File: src/dss_pkg.sv
// ---------------------------------------------------------------------------
// dss_pkg
// Shared types for the descending selection sort block.
// ---------------------------------------------------------------------------
package dss_pkg;

    // Sequencer states, one-hot
    typedef enum logic [3:0] {
        S_IDLE  = 4'b0001,
        S_SCAN  = 4'b0010,
        S_DRAIN = 4'b0100,
        S_EMIT  = 4'b1000
    } t_state;

    // Control from the sequencer to the compare unit
    typedef struct packed {
        logic clear;       // start a new pass
        logic elem_valid;  // read data of the store is a candidate this cycle
    } t_scan_ctl;

endpackage

File: src/dss_ram.sv
// ---------------------------------------------------------------------------
// dss_ram
// Generic single-write, single-read RAM with registered read data.
// ---------------------------------------------------------------------------
module dss_ram #(
    parameter int WIDTH = 8,
    parameter int DEPTH = 32
) (
    input  logic                     i_clk,
    input  logic                     i_wr_en,
    input  logic [$clog2(DEPTH)-1:0] i_wr_addr,
    input  logic [WIDTH-1:0]         i_wr_data,
    input  logic                     i_rd_en,
    input  logic [$clog2(DEPTH)-1:0] i_rd_addr,
    output logic [WIDTH-1:0]         o_rd_data
);

    logic [WIDTH-1:0] r_mem [DEPTH];
    logic [WIDTH-1:0] r_rd_data;

    always_ff @(posedge i_clk) begin
        if (i_wr_en) begin
            r_mem[i_wr_addr] <= i_wr_data;
        end
        if (i_rd_en) begin
            r_rd_data <= r_mem[i_rd_addr];
        end
    end

    assign o_rd_data = r_rd_data;

endmodule

File: src/dss_scan.sv
// ---------------------------------------------------------------------------
// dss_scan
// Shared compare unit: keeps the largest untaken entry seen in one pass.
// ---------------------------------------------------------------------------
module dss_scan import dss_pkg::*; #(
    parameter int DATA_WIDTH = 8,
    parameter int IDX_W      = 5
) (
    input  logic                  i_clk,
    input  logic                  i_rst_n,
    input  t_scan_ctl             i_ctl,
    input  logic [IDX_W-1:0]      i_idx,
    input  logic                  i_taken,
    input  logic [DATA_WIDTH-1:0] i_data,
    output logic [DATA_WIDTH-1:0] o_best_value,
    output logic [IDX_W-1:0]      o_best_idx
);

    logic                  r_found;
    logic [DATA_WIDTH-1:0] r_best_value;
    logic [IDX_W-1:0]      r_best_idx;
    logic                  w_take;

    // Strict greater-than keeps the lowest index among equal values
    assign w_take = i_ctl.elem_valid && !i_taken && (!r_found || (i_data > r_best_value));

    always_ff @(posedge i_clk) begin
        if (!i_rst_n) begin
            r_found <= 1'b0;
        end else if (i_ctl.clear) begin
            r_found <= 1'b0;
        end else if (w_take) begin
            r_found <= 1'b1;
        end
    end

    always_ff @(posedge i_clk) begin
        if (w_take && !i_ctl.clear) begin
            r_best_value <= i_data;
            r_best_idx   <= i_idx;
        end
    end

    assign o_best_value = r_best_value;
    assign o_best_idx   = r_best_idx;

endmodule

File: src/descending_selection_sort.sv
// ---------------------------------------------------------------------------
// descending_selection_sort
// Batch loader and descending selection sorter over a RAM store.
// ---------------------------------------------------------------------------
// Values are loaded one beat per cycle while busy is low. The beat with
// i_batch_end high, or the beat that fills the last of DEPTH entries, closes
// the batch and raises busy. For a batch of n values the block then makes n
// passes over the store through one compare unit; each pass reads one entry
// per cycle from the single read port of the RAM, then waits in S_DRAIN for
// the last read data and presents the result in S_EMIT. Each result is shown
// for one cycle with o_valid high and cannot be held off; o_final_flag marks
// the smallest value, and busy falls in the cycle after it.
// ---------------------------------------------------------------------------
module descending_selection_sort import dss_pkg::*; #(
    parameter int DEPTH      = 32,
    parameter int DATA_WIDTH = 8
) (
    input  logic                  i_clk,
    input  logic                  i_rst_n,
    input  logic                  start,
    output logic                  busy,
    input  logic [DATA_WIDTH-1:0] i_sample_value,
    input  logic                  i_batch_end,
    output logic                  o_valid,
    output logic [DATA_WIDTH-1:0] o_sorted_value,
    output logic                  o_final_flag
);

    localparam int IDX_W = $clog2(DEPTH);
    localparam int CNT_W = $clog2(DEPTH + 1);

    t_state             r_state, n_state;
    logic [CNT_W-1:0]   r_fill, n_fill;
    logic [CNT_W-1:0]   r_k, n_k;
    logic [IDX_W-1:0]   r_rd_idx, n_rd_idx;
    logic [IDX_W-1:0]   r_cmp_idx;
    logic               r_rd_valid, n_rd_valid;
    logic [DEPTH-1:0]   r_taken, n_taken;

    logic               w_accept;
    logic [CNT_W-1:0]   w_last;
    logic               w_final;
    logic [DATA_WIDTH-1:0] w_rd_data;
    logic [DATA_WIDTH-1:0] w_best_value;
    logic [IDX_W-1:0]   w_best_idx;
    t_scan_ctl          w_scan_ctl;

    assign w_accept = start && (r_state == S_IDLE);
    assign w_last   = r_fill - 1'b1;
    assign w_final  = (r_k == w_last);

    dss_ram #(
        .WIDTH (DATA_WIDTH),
        .DEPTH (DEPTH)
    ) u_store (
        .i_clk     (i_clk),
        .i_wr_en   (w_accept),
        .i_wr_addr (r_fill[IDX_W-1:0]),
        .i_wr_data (i_sample_value),
        .i_rd_en   (r_state == S_SCAN),
        .i_rd_addr (r_rd_idx),
        .o_rd_data (w_rd_data)
    );

    assign w_scan_ctl.clear      = w_accept || (r_state == S_EMIT);
    assign w_scan_ctl.elem_valid = r_rd_valid;

    dss_scan #(
        .DATA_WIDTH (DATA_WIDTH),
        .IDX_W      (IDX_W)
    ) u_scan (
        .i_clk        (i_clk),
        .i_rst_n      (i_rst_n),
        .i_ctl        (w_scan_ctl),
        .i_idx        (r_cmp_idx),
        .i_taken      (r_taken[r_cmp_idx]),
        .i_data       (w_rd_data),
        .o_best_value (w_best_value),
        .o_best_idx   (w_best_idx)
    );

    always_comb begin
        n_state    = r_state;
        n_fill     = r_fill;
        n_k        = r_k;
        n_rd_idx   = r_rd_idx;
        n_rd_valid = 1'b0;
        n_taken    = r_taken;
        unique case (r_state)
            S_IDLE: begin
                if (start) begin
                    n_taken[r_fill[IDX_W-1:0]] = 1'b0;
                    n_fill = r_fill + 1'b1;
                    // a full store closes the batch as well
                    if (i_batch_end || (r_fill == CNT_W'(DEPTH - 1))) begin
                        n_state  = S_SCAN;
                        n_rd_idx = '0;
                        n_k      = '0;
                    end
                end
            end
            S_SCAN: begin
                n_rd_valid = 1'b1;
                if (r_rd_idx == w_last[IDX_W-1:0]) begin
                    n_state = S_DRAIN;
                end else begin
                    n_rd_idx = r_rd_idx + 1'b1;
                end
            end
            S_DRAIN: begin
                n_state = S_EMIT;
            end
            S_EMIT: begin
                n_taken[w_best_idx] = 1'b1;
                if (w_final) begin
                    n_state = S_IDLE;
                    n_fill  = '0;
                    n_taken = '0;
                end else begin
                    n_k      = r_k + 1'b1;
                    n_rd_idx = '0;
                    n_state  = S_SCAN;
                end
            end
            default: begin
                n_state = S_IDLE;
            end
        endcase
    end

    always_ff @(posedge i_clk) begin
        if (!i_rst_n) begin
            r_state    <= S_IDLE;
            r_fill     <= '0;
            r_k        <= '0;
            r_rd_idx   <= '0;
            r_rd_valid <= 1'b0;
            r_taken    <= '0;
        end else begin
            r_state    <= n_state;
            r_fill     <= n_fill;
            r_k        <= n_k;
            r_rd_idx   <= n_rd_idx;
            r_rd_valid <= n_rd_valid;
            r_taken    <= n_taken;
        end
    end

    // follow the read address so the compare sees the index of its data
    always_ff @(posedge i_clk) begin
        r_cmp_idx <= r_rd_idx;
    end

    assign busy           = (r_state != S_IDLE);
    assign o_valid        = (r_state == S_EMIT);
    assign o_sorted_value = w_best_value;
    assign o_final_flag   = o_valid && w_final;

endmodule

File: config.mk
export PLATFORM = sky130hd
export DESIGN_NAME = descending_selection_sort
export DESIGN_NICKNAME = d
export VERILOG_FILES = /design/src/dss_pkg.sv /design/src/dss_ram.sv /design/src/dss_scan.sv /design/src/descending_selection_sort.sv
export SDC_FILE = /design/constraint.sdc
export NUM_CORES = 1
export LEC_CHECK = 0
export BUFFER_PORTS_ARGS = -buffer_cell sky130_fd_sc_hd__buf_2
export CAP_MARGIN = 30
export CORE_UTILIZATION = 65
export CTS_CLUSTER_SIZE = 40
export DETAILED_ROUTE_END_ITERATION = 8
export GPL_ROUTABILITY_DRIVEN = 0
export PLACE_DENSITY = 0.91
export SYNTH_ARGS = -nofsm -noshare
export SYNTH_HDL_FRONTEND = slang
export SYNTH_SLANG_ARGS = --single-unit
File: constraint.sdc
create_clock -name i_clk -period 6.9 [get_ports i_clk]
set_clock_uncertainty 0.05 [all_clocks]
set_input_delay 0.345 -clock i_clk [delete_from_list [all_inputs] [get_ports i_clk]]
set_output_delay 0.345 -clock i_clk [all_outputs]
set_load 0.02 [all_outputs]
==> results of run 1 <==
==> per-layer routing <==
metal	global-route usage	wire [um]	up-vias	part of all wire
li1	-	-	3205	-
met1	0.4367	11960	4069	0.34
met2	0.5635	17500	713	0.49
met3	0.07391	4092	171	0.11
met4	0.1887	2065	0	0.058
met5	0	0	-	0
==> path summary, 6_finish.rpt <==
path,from,to,slack [ns],cells after the start
setup / recovery,r_rd_idx[0]$_SDFFE_PN0P_,r_rd_idx[1]$_SDFFE_PN0P_,3.17,7
hold reg to reg,r_taken[21]$_SDFFE_PN0P_,r_taken[21]$_SDFFE_PN0P_,0.44,2
hold / removal,i_rst_n,r_state[0]$_SDFFE_PN1P_,0.15,2
setup reg to reg,r_rd_idx[0]$_SDFFE_PN0P_,r_rd_idx[1]$_SDFFE_PN0P_,3.17,7
==> registers in the layout, indices dropped and copies added (netlist names) <==
register and cells:
u_scan.o_best_idx 5, u_scan.r_found 1, u_scan.o_best_value 8, r_rd_valid 1
u_store.r_mem 256, r_state 4, r_cmp_idx 5, r_k 6
u_store.o_rd_data 8, r_taken 32, r_fill 6, r_rd_idx 5
==> per-stage QoR <==
step	hold slack, ns	power, uW	cell area (sq um)
floorplan	0.3040	2313	13670
global placement	0.3973	2351	13970
detailed placement	0.4240	2360	14040
CTS	0.1209	4356	15270
global route	0.1537	4432	15340
finish	0.1474	4359	15340
==> where the power goes <==
part / internal (uW) / switching, uW / total, uW
clock network: 1240 / 792 / 2030
registers: 2210 / 9.82 / 2220
logic: 32.9 / 75.5 / 108
==> area by class of cell <==
cell class                 count  area, sq um
inverter                      15        56.30
multi-input combinational    403         3916
fill                        1056         5086
timing repair buffer          39        282.8
clock buffer                  49         1002
sequential                   337         9524
clock inverter                12        224.0
tap                          270        337.8
==> cells by family after synthesis <==
group	share of synthesized area
flops	0.6964
simple gates	0.05693
compound gates	0.04558
mux	0.1563
buf+inv	0.01757
xor+xnor	0.01345
fa+ha+maj	0.01373
==> Yosys cell counts, types with 3 or more instances <==
cell type	number
xor2_1	11
nor2b_1	3
mux4_2	90
xnor2_1	10
mux2_2	8
inv_1	15
nand3b_1	6
nor3b_1	5
clkbuf_1	38
and3_1	5
a21oi_1	40
buf_1	4
nand2_1	50
ha_1	15
edfxtp_1	277
nor2_1	52
o21a_1	3
dfxtp_1	60
o2111ai_1	4
nor3_1	7
or3b_2	3
a21boi_0	5
nand3_1	12
buf_2	3
o21ai_0	36
==> flow_summary.yaml, run 1 <==
floorplanning:
  floorplan.initialDensity: 0.6691
  die-width_um: 147.0
  core_sq_um: 20430
  io_pins: 23
  die_h_um: 147.0
  rows: 52
  die_area_sq_um: 21610
run_status:
  status: "complete, no violations"
timing:
  tightest_slew_ns: 1.058
  max_slew_margin: 0.2918
  timing.final.ws_setup_ns: 3.170
  setup_viol: 0
  period_minus_slack_ns: 3.730
  setup_tns_ns: 0
  drv_slew: 0
  fin_crit_sh: 0.5406
  rsz0062_at_grt: "false"
  fmax_ghz: 0.2681
  hold_viol: 0
global_routing:
  grt_pass1_wl_mm: 52.59
  grt_max_degree: 70
  grt_overflow: 0
  grt_pass1_vias: 8253
  grt_usage: 0.3449
  antenna_found_initial: 0
layout:
  drive_gt1_frac: 0.2316
  stdcell_count: 1125
  utilization: 0.7510
  diodes: 0
  area_growth_pct: 12.25
  final_common_cell: "edfxtp_1"
  final_cell_mix: "edfxtp_1 (277), mux4_2 (90), dfxtp_1 (58)"
  nets: 857
yosys:
  synth.yosys.warnings: 0
  ys.flop_type: "edfxtp_1"
  synth-edff-count: 277
  postSynthAreaPerCell_sq_um: 17.07
  ys_seq_elements: 337
  synth_largest_area_cell: "edfxtp_1"
  ys_top_cells_by_area: "edfxtp_1 (61%), mux4_2 (15%), dfxtp_1 (8.8%)"
  netlist_area_sq_um: 13670
  synthArstFlopShare: 0
  syn_inst: 801
  synth_fp_nets: 828
  synth.top_cell.area_share: 0.6085
  synth_cell_type_count: 52
  ys_seq_area_frac: 0.6964
power:
  p_leak_uw: 0.004865
  vdd_drop_max_mv: 0.2874
  powerDensity_nw_per_um2: 284.1
clocking:
  htreeDepth: 2
  cts_tree: "built"
  clock-sinks: 337
  cts-root-buf: "clkbuf_16"
  cts_hold_buf: 0
  post_cts_buffers: 0
  cts-buffers-inserted: 34
  clkLatencyLatePin_ns: 0.53
  clockBufferDepth: 3
  cts_resized: 0
  clk_pin_slew_ns: 0.07
routing:
  dr.pass1.iters: 6
  drt_iter0_markers: 1100
  drcViolationCount: 0
  wl_mm: 35.62
  antenna_left: 0
  wl_per_cell_um: 31.66
  vias_per_cell: 7.252
  vias: 8158
placement:
  placed_cells: 1057
  hpwl_mm: 20.69
  pre_cts_ws_ns: 3.511
  placement.io_buffers: 22
worst_setup_path:
  crit_chain: "buf_4, xor2_1, o2111ai_1, o31ai_1, nor3b_2, nand2_1, a21boi_0"
  required_ns: 7.27
  cp_slowest_stage_delay_ns: 0.80
  crit_type: "flop to flop"
  slowest_stage: "dfxtp_4"
  crit_path_end_kind: "flop"
  cp_top_family: "compound AO/OA/AOI/OAI gates"
  path_buf_inv: 1
  critPathLaunchType: "flop"
  arrival_ns: 4.10
  cp_max_fo: 36
run:
  max_cap_viol_count: 0
hold_path:
  min-delay-path-class: "input port to flop"
Note: power is estimated with default switching activity, not from simulation.
==> run 2, diff against run 1 <==
--- a/config.mk
+++ b/config.mk
@@ -7,11 +7,11 @@
 export LEC_CHECK = 0
 export BUFFER_PORTS_ARGS = -buffer_cell sky130_fd_sc_hd__buf_2
 export CAP_MARGIN = 30
-export CORE_UTILIZATION = 65
+export CORE_UTILIZATION = 56
 export CTS_CLUSTER_SIZE = 40
 export DETAILED_ROUTE_END_ITERATION = 8
 export GPL_ROUTABILITY_DRIVEN = 0
-export PLACE_DENSITY = 0.91
+export PLACE_DENSITY = 0.84
 export SYNTH_ARGS = -nofsm -noshare
 export SYNTH_HDL_FRONTEND = slang
 export SYNTH_SLANG_ARGS = --single-unit
==> constraint.sdc (replaced) <==
create_clock -name i_clk -period 3.2 [get_ports i_clk]
set_clock_uncertainty 0.05 [all_clocks]
set_input_delay 0.16 -clock i_clk [delete_from_list [all_inputs] [get_ports i_clk]]
set_output_delay 0.16 -clock i_clk [all_outputs]
set_load 0.02 [all_outputs]
==> run 2 against run 1 <==
Net effect: first-iteration DRC count shrank 17%; sequential power grew 120%; setup slack lost 2.8 ns; combinational power grew 110%; die area grew 16%; wire length shrank 11%; critical path type is now flop to primary output; largest cell class unchanged.
==> flow_summary.yaml, run 2 (same netlist as run 1, synthesis figures left out) <==
run_status:
  status: "complete, no violations"
global_routing:
  antenna_found_initial: 0
  grt_overflow: 0
  grt_usage: 0.2678
  grt_max_degree: 41
  grt_pass1_wl_mm: 47.84
  grt_pass1_vias: 7967
placement:
  place_area_sq_um: 14480
  placed_cells: 1153
  hpwl_mm: 19.40
  pre_cts_ws_ns: 0.4235
  placement.io_buffers: 22
hold_path:
  min-delay-path-class: "input port to flop"
  hold_depth: 6
  holdPathEnd: "r_state[0]$_SDFFE_PN1P_"
  min_from: "start"
floorplanning:
  core_sq_um: 23680
  die_area_sq_um: 25040
  io_pins: 23
  die_h_um: 158.2
  die-width_um: 158.2
  floorplan.initialDensity: 0.5772
  rows: 56
timing:
  drv_slew: 0
  timing.final.ws_setup_ns: 0.3622
  setup_viol: 0
  rsz0062_at_grt: "false"
  fmax_ghz: 0.3524
  max_slew_margin: 0.4329
  fin_crit_sh: 0.8868
  period_minus_slack_ns: 2.838
  tightest_slew_ns: 0.8486
  hold_viol: 0
  setup_tns_ns: 0
layout:
  utilization: 0.6571
  diodes: 0
  largestRegisters: "u_store.r_mem (256), r_taken (32)"
  largest_reg_flops: 256
  multi_input_area_sq_um: 3916
  top_register: "u_store.r_mem"
  stdcell_area_sq_um: 15560
  final_common_cell: "edfxtp_1"
  regArea_sq_um: 9524
  final_cell_mix: "edfxtp_1 (277), mux4_2 (90), dfxtp_1 (58)"
  area_growth_pct: 13.84
  nFillCells: 1562
  stdcell_count: 1215
  nets: 899
  drive_gt1_frac: 0.2656
worst_setup_path:
  arrival_ns: 2.63
  cp_max_fo: 12
  r2r_setup_slack_ns: 0.39
  crit_path_end_kind: "primary output"
  critPathLaunchType: "flop"
  path_depth: 8
  crit_type: "flop to primary output"
  required_ns: 2.99
  r2r-end: "u_scan.o_best_value[7]$_DFFE_PP_"
  path_buf_inv: 3
  timing.critical_path.mode_cell: "inv_1"
  reg2reg_from: "r_cmp_idx[0]$_DFF_P_"
  cp_slowest_stage_delay_ns: 0.55
  reg2reg_depth: 6
  crit_chain: "inv_1, ha_1, xor2_1, o211ai_1, a211oi_2, nand3_2, inv_1, buf_2"
  cp_top_family: "flip-flops"
  slowest_stage: "dfxtp_1"
clocking:
  clock-sinks: 337
  clkLatencyLatePin_ns: 0.52
  htreeDepth: 2
  post_cts_buffers: 0
  cts-buffers-inserted: 35
  clk_pin_slew_ns: 0.06
  clockBufferDepth: 3
  cts_tree: "built"
  cts-root-buf: "clkbuf_16"
routing:
  dr.pass1.iters: 5
  wl_per_cell_um: 26.15
  drcViolationCount: 0
  wl_mm: 31.77
  vias_per_cell: 6.411
  vias: 7789
  antenna_left: 0
  drt_iter0_markers: 917
power:
  powerDensity_nw_per_um2: 566.6
  p_leak_uw: 0.005018
  vdd_drop_max_mv: 0.4775
run:
  max_cap_viol_count: 0
## run 2: per-stage QoR
stage	hold slack (ns)	total power [uW]
after floorplan	0.2089	4988
after global placement	0.3859	5081
after detailed placement	0.3899	5095
after CTS	0.08479	8859
after global routing	0.1412	9031
final	0.09996	8816
## run 2: cell type report
type,instances,share of cell area
Sequential cell,337,0.6120
Multi-Input combinational cell,403,0.2517
Clock buffer,46,0.06231
Timing Repair Buffer,80,0.03843
Tap cell,319,0.02565
Clock inverter,15,0.006272
Inverter,15,0.003618
## run 2: repair_timing
| action | in CTS | in global routing |
|---|---|---|
| resized for setup | 0 | 0 |
| hold endpoints to repair | 3 | 0 |
| hold buffers | 1 | 0 |
## run 2: worst max path at each step
stage                                start  slack, ns                               end
floorplan             r_cmp_idx[0]$_DFF_P_        0.1    u_scan.o_best_idx[0]$_DFFE_PP_
global placement      r_cmp_idx[0]$_DFF_P_       0.54  u_scan.o_best_value[2]$_DFFE_PP_
detailed placement  r_fill[0]$_SDFFE_PN0P_       0.42          r_rd_idx[1]$_SDFFE_PN0P_
CTS                 r_fill[0]$_SDFFE_PN0P_       0.35                      o_final_flag
global route        r_fill[0]$_SDFFE_PN0P_       0.16          r_rd_idx[1]$_SDFFE_PN0P_
finish              r_fill[0]$_SDFFE_PN0P_       0.36                      o_final_flag
## run 2: power breakdown
part | internal [uW] | switching [uW]
Clock | 2210 | 1600
Sequential | 4760 | 16.3
Combinational | 74.3 | 158
Total | 7050 | 1770
## run 2: worst min-delay path, cell delays in order
cell     delay [ns]
buf_2          0.11
nand2_1        0.06
nor4_1         0.05
nor2_1         0.08
o21ai_0        0.08
nand3_1        0.08
## run 2: per-layer routing
metal  track usage  vias up  part of all wire
met5             0        -                 0
met2        0.4470      489              0.50
li1              -     3292                 -
met3       0.05338       93             0.084
met1        0.3437     3915              0.38
met4        0.1131        0             0.033
==> run 3, diff against run 2 <==
--- a/config.mk
+++ b/config.mk
@@ -12,6 +12,7 @@
 export DETAILED_ROUTE_END_ITERATION = 8
 export GPL_ROUTABILITY_DRIVEN = 0
 export PLACE_DENSITY = 0.84
+export RECOVER_POWER = 50
 export SYNTH_ARGS = -nofsm -noshare
 export SYNTH_HDL_FRONTEND = slang
 export SYNTH_SLANG_ARGS = --single-unit
==> run 3 against run 2 <==
Net effect: the run now ends with max-capacitance violations, max-slew violations left; design area shrank 0.36%; register-to-register slack worse by 0.19 ns; setup slack worse by 0.16 ns; highest routed layer unchanged.
==> flow_summary.yaml, run 3 (same netlist as run 1, synthesis figures left out) <==
run_status:
  status: "complete, but fails checks"
  violations: "max-capacitance violations, max-slew violations"
placement:
  pre_cts_ws_ns: 0.4235
  hpwl_mm: 19.40
  placement.io_buffers: 22
global_routing:
  grt_max_degree: 41
  grt_overflow: 0
  grt_usage: 0.2678
  grt_pass1_vias: 7967
  antenna_found_initial: 0
  grt_pass1_wl_mm: 47.84
worst_setup_path:
  crit_path_end_kind: "flop"
  reg2reg_from: "r_rd_idx[1]$_SDFFE_PN0P_"
  r2r-end: "u_store.o_rd_data[2]$_DFFE_PP_"
  r2r_setup_slack_ns: 0.20
  cp_max_fo: 18
  arrival_ns: 3.21
  crit_type: "flop to flop"
  required_ns: 3.41
  reg2reg_depth: 4
  critPathLaunchType: "flop"
layout:
  utilization: 0.6547
  drive_gt1_frac: 0.2355
  largestRegisters: "u_store.r_mem (256), r_taken (32)"
  final_common_cell: "edfxtp_1"
  top_register: "u_store.r_mem"
  area_growth_pct: 13.43
  nets: 899
  largest_reg_flops: 256
  diodes: 0
  final_cell_mix: "edfxtp_1 (277), mux4_2 (90), dfxtp_1 (59)"
floorplanning:
  die_area_sq_um: 25040
  die-width_um: 158.2
  core_sq_um: 23680
  floorplan.initialDensity: 0.5772
  io_pins: 23
  die_h_um: 158.2
  rows: 56
routing:
  drcViolationCount: 0
  wl_mm: 31.95
  drt_iter0_markers: 916
  vias: 7813
  vias_per_cell: 6.430
  antenna_left: 0
  dr.pass1.iters: 5
  wl_per_cell_um: 26.30
clocking:
  clk_pin_slew_ns: 0.06
  cts_tree: "built"
  clock-sinks: 337
  htreeDepth: 2
  cts-root-buf: "clkbuf_16"
  clkLatencyLatePin_ns: 0.52
  cts-buffers-inserted: 35
  cts_resized: 0
  clockBufferDepth: 3
hold_path:
  holdPathEnd: "r_state[0]$_SDFFE_PN1P_"
  min-delay-path-class: "input port to flop"
  hold_depth: 6
  min_from: "start"
timing:
  setup_viol: 0
  setup_tns_ns: 0
  fmax_ghz: 0.3333
  timing.hold.ws_ns: 0.09713
  fin_crit_sh: 0.9375
  drv_slew: 33
  period_minus_slack_ns: 3.000
  timing.final.ws_setup_ns: 0.2000
  rsz0062_at_grt: "false"
  max_slew_margin: -0.01962
  hold_viol: 0
  tightest_slew_ns: 1.529
power:
  p_leak_uw: 0.004937
  powerDensity_nw_per_um2: 568.8
  vdd_drop_max_mv: 0.4755
  power.total_uw: 8818
run:
  max_cap_viol_count: 1
==> run 3: area by class of cell <==
| cell class | instances | area [sq um] |
|---|---|---|
| clock buffers | 46 | 969.7 |
| clock inverters | 15 | 97.59 |
| fillers | 1578 | 8178 |
| inverters | 15 | 56.30 |
| multi-input cells | 403 | 3910 |
| flip-flops and latches | 337 | 9523 |
| well taps | 319 | 399.1 |
| repair buffers | 80 | 549.3 |
==> run 3: how the worst max path moves through the flow <==
stage / cells after the start / slack [ns] / end / startpoint
after floorplan: 6 / 0.1 / u_scan.o_best_idx[0]$_DFFE_PP_ / r_cmp_idx[0]$_DFF_P_
after global placement: 6 / 0.54 / u_scan.o_best_value[2]$_DFFE_PP_ / r_cmp_idx[0]$_DFF_P_
after detailed placement: 10 / 0.42 / r_rd_idx[1]$_SDFFE_PN0P_ / r_fill[0]$_SDFFE_PN0P_
after CTS: 8 / 0.35 / o_final_flag / r_fill[0]$_SDFFE_PN0P_
after global routing: 8 / 0.13 / r_rd_idx[1]$_SDFFE_PN0P_ / r_rd_idx[1]$_SDFFE_PN0P_
final: 4 / 0.20 / u_store.o_rd_data[2]$_DFFE_PP_ / r_rd_idx[1]$_SDFFE_PN0P_
==> run 3: repair_timing <==
item | CTS | global route
endpoints found under the hold margin | 3 | 0
hold buffers | 1 | 0
setup buffers | 0 | 0
==> run 3: worst max-delay path, stage by stage, from the launching register on <==
cell	delay, ns
dfxtp_1	1.10
buf_4	0.34
mux4_2	0.35
mux4_2	0.57
mux2_2	0.31
==> run 3: per-layer routing <==
layer | track usage | wire, um | vias to the layer above
met5 | 0 | 0 | -
met4 | 0.1131 | 1054 | 0
met3 | 0.05338 | 2663 | 88
met2 | 0.4470 | 16080 | 483
met1 | 0.3437 | 12160 | 3953
li1 | - | - | 3289
==> run 3: stage by stage <==
stage	instances	area, sq um
after floorplan	801	13670
after detailed placement	1153	14480
final	1215	15500
after CTS	1215	15560
after global routing	1215	15500
after global placement	1153	14480
==> run 3: where the power goes <==
group          switching [uW]  leakage (uW)  internal (uW)
Combinational             159       0.00143           71.7
Sequential               16.4       0.00297           4760
Clock                    1600      0.000530           2210
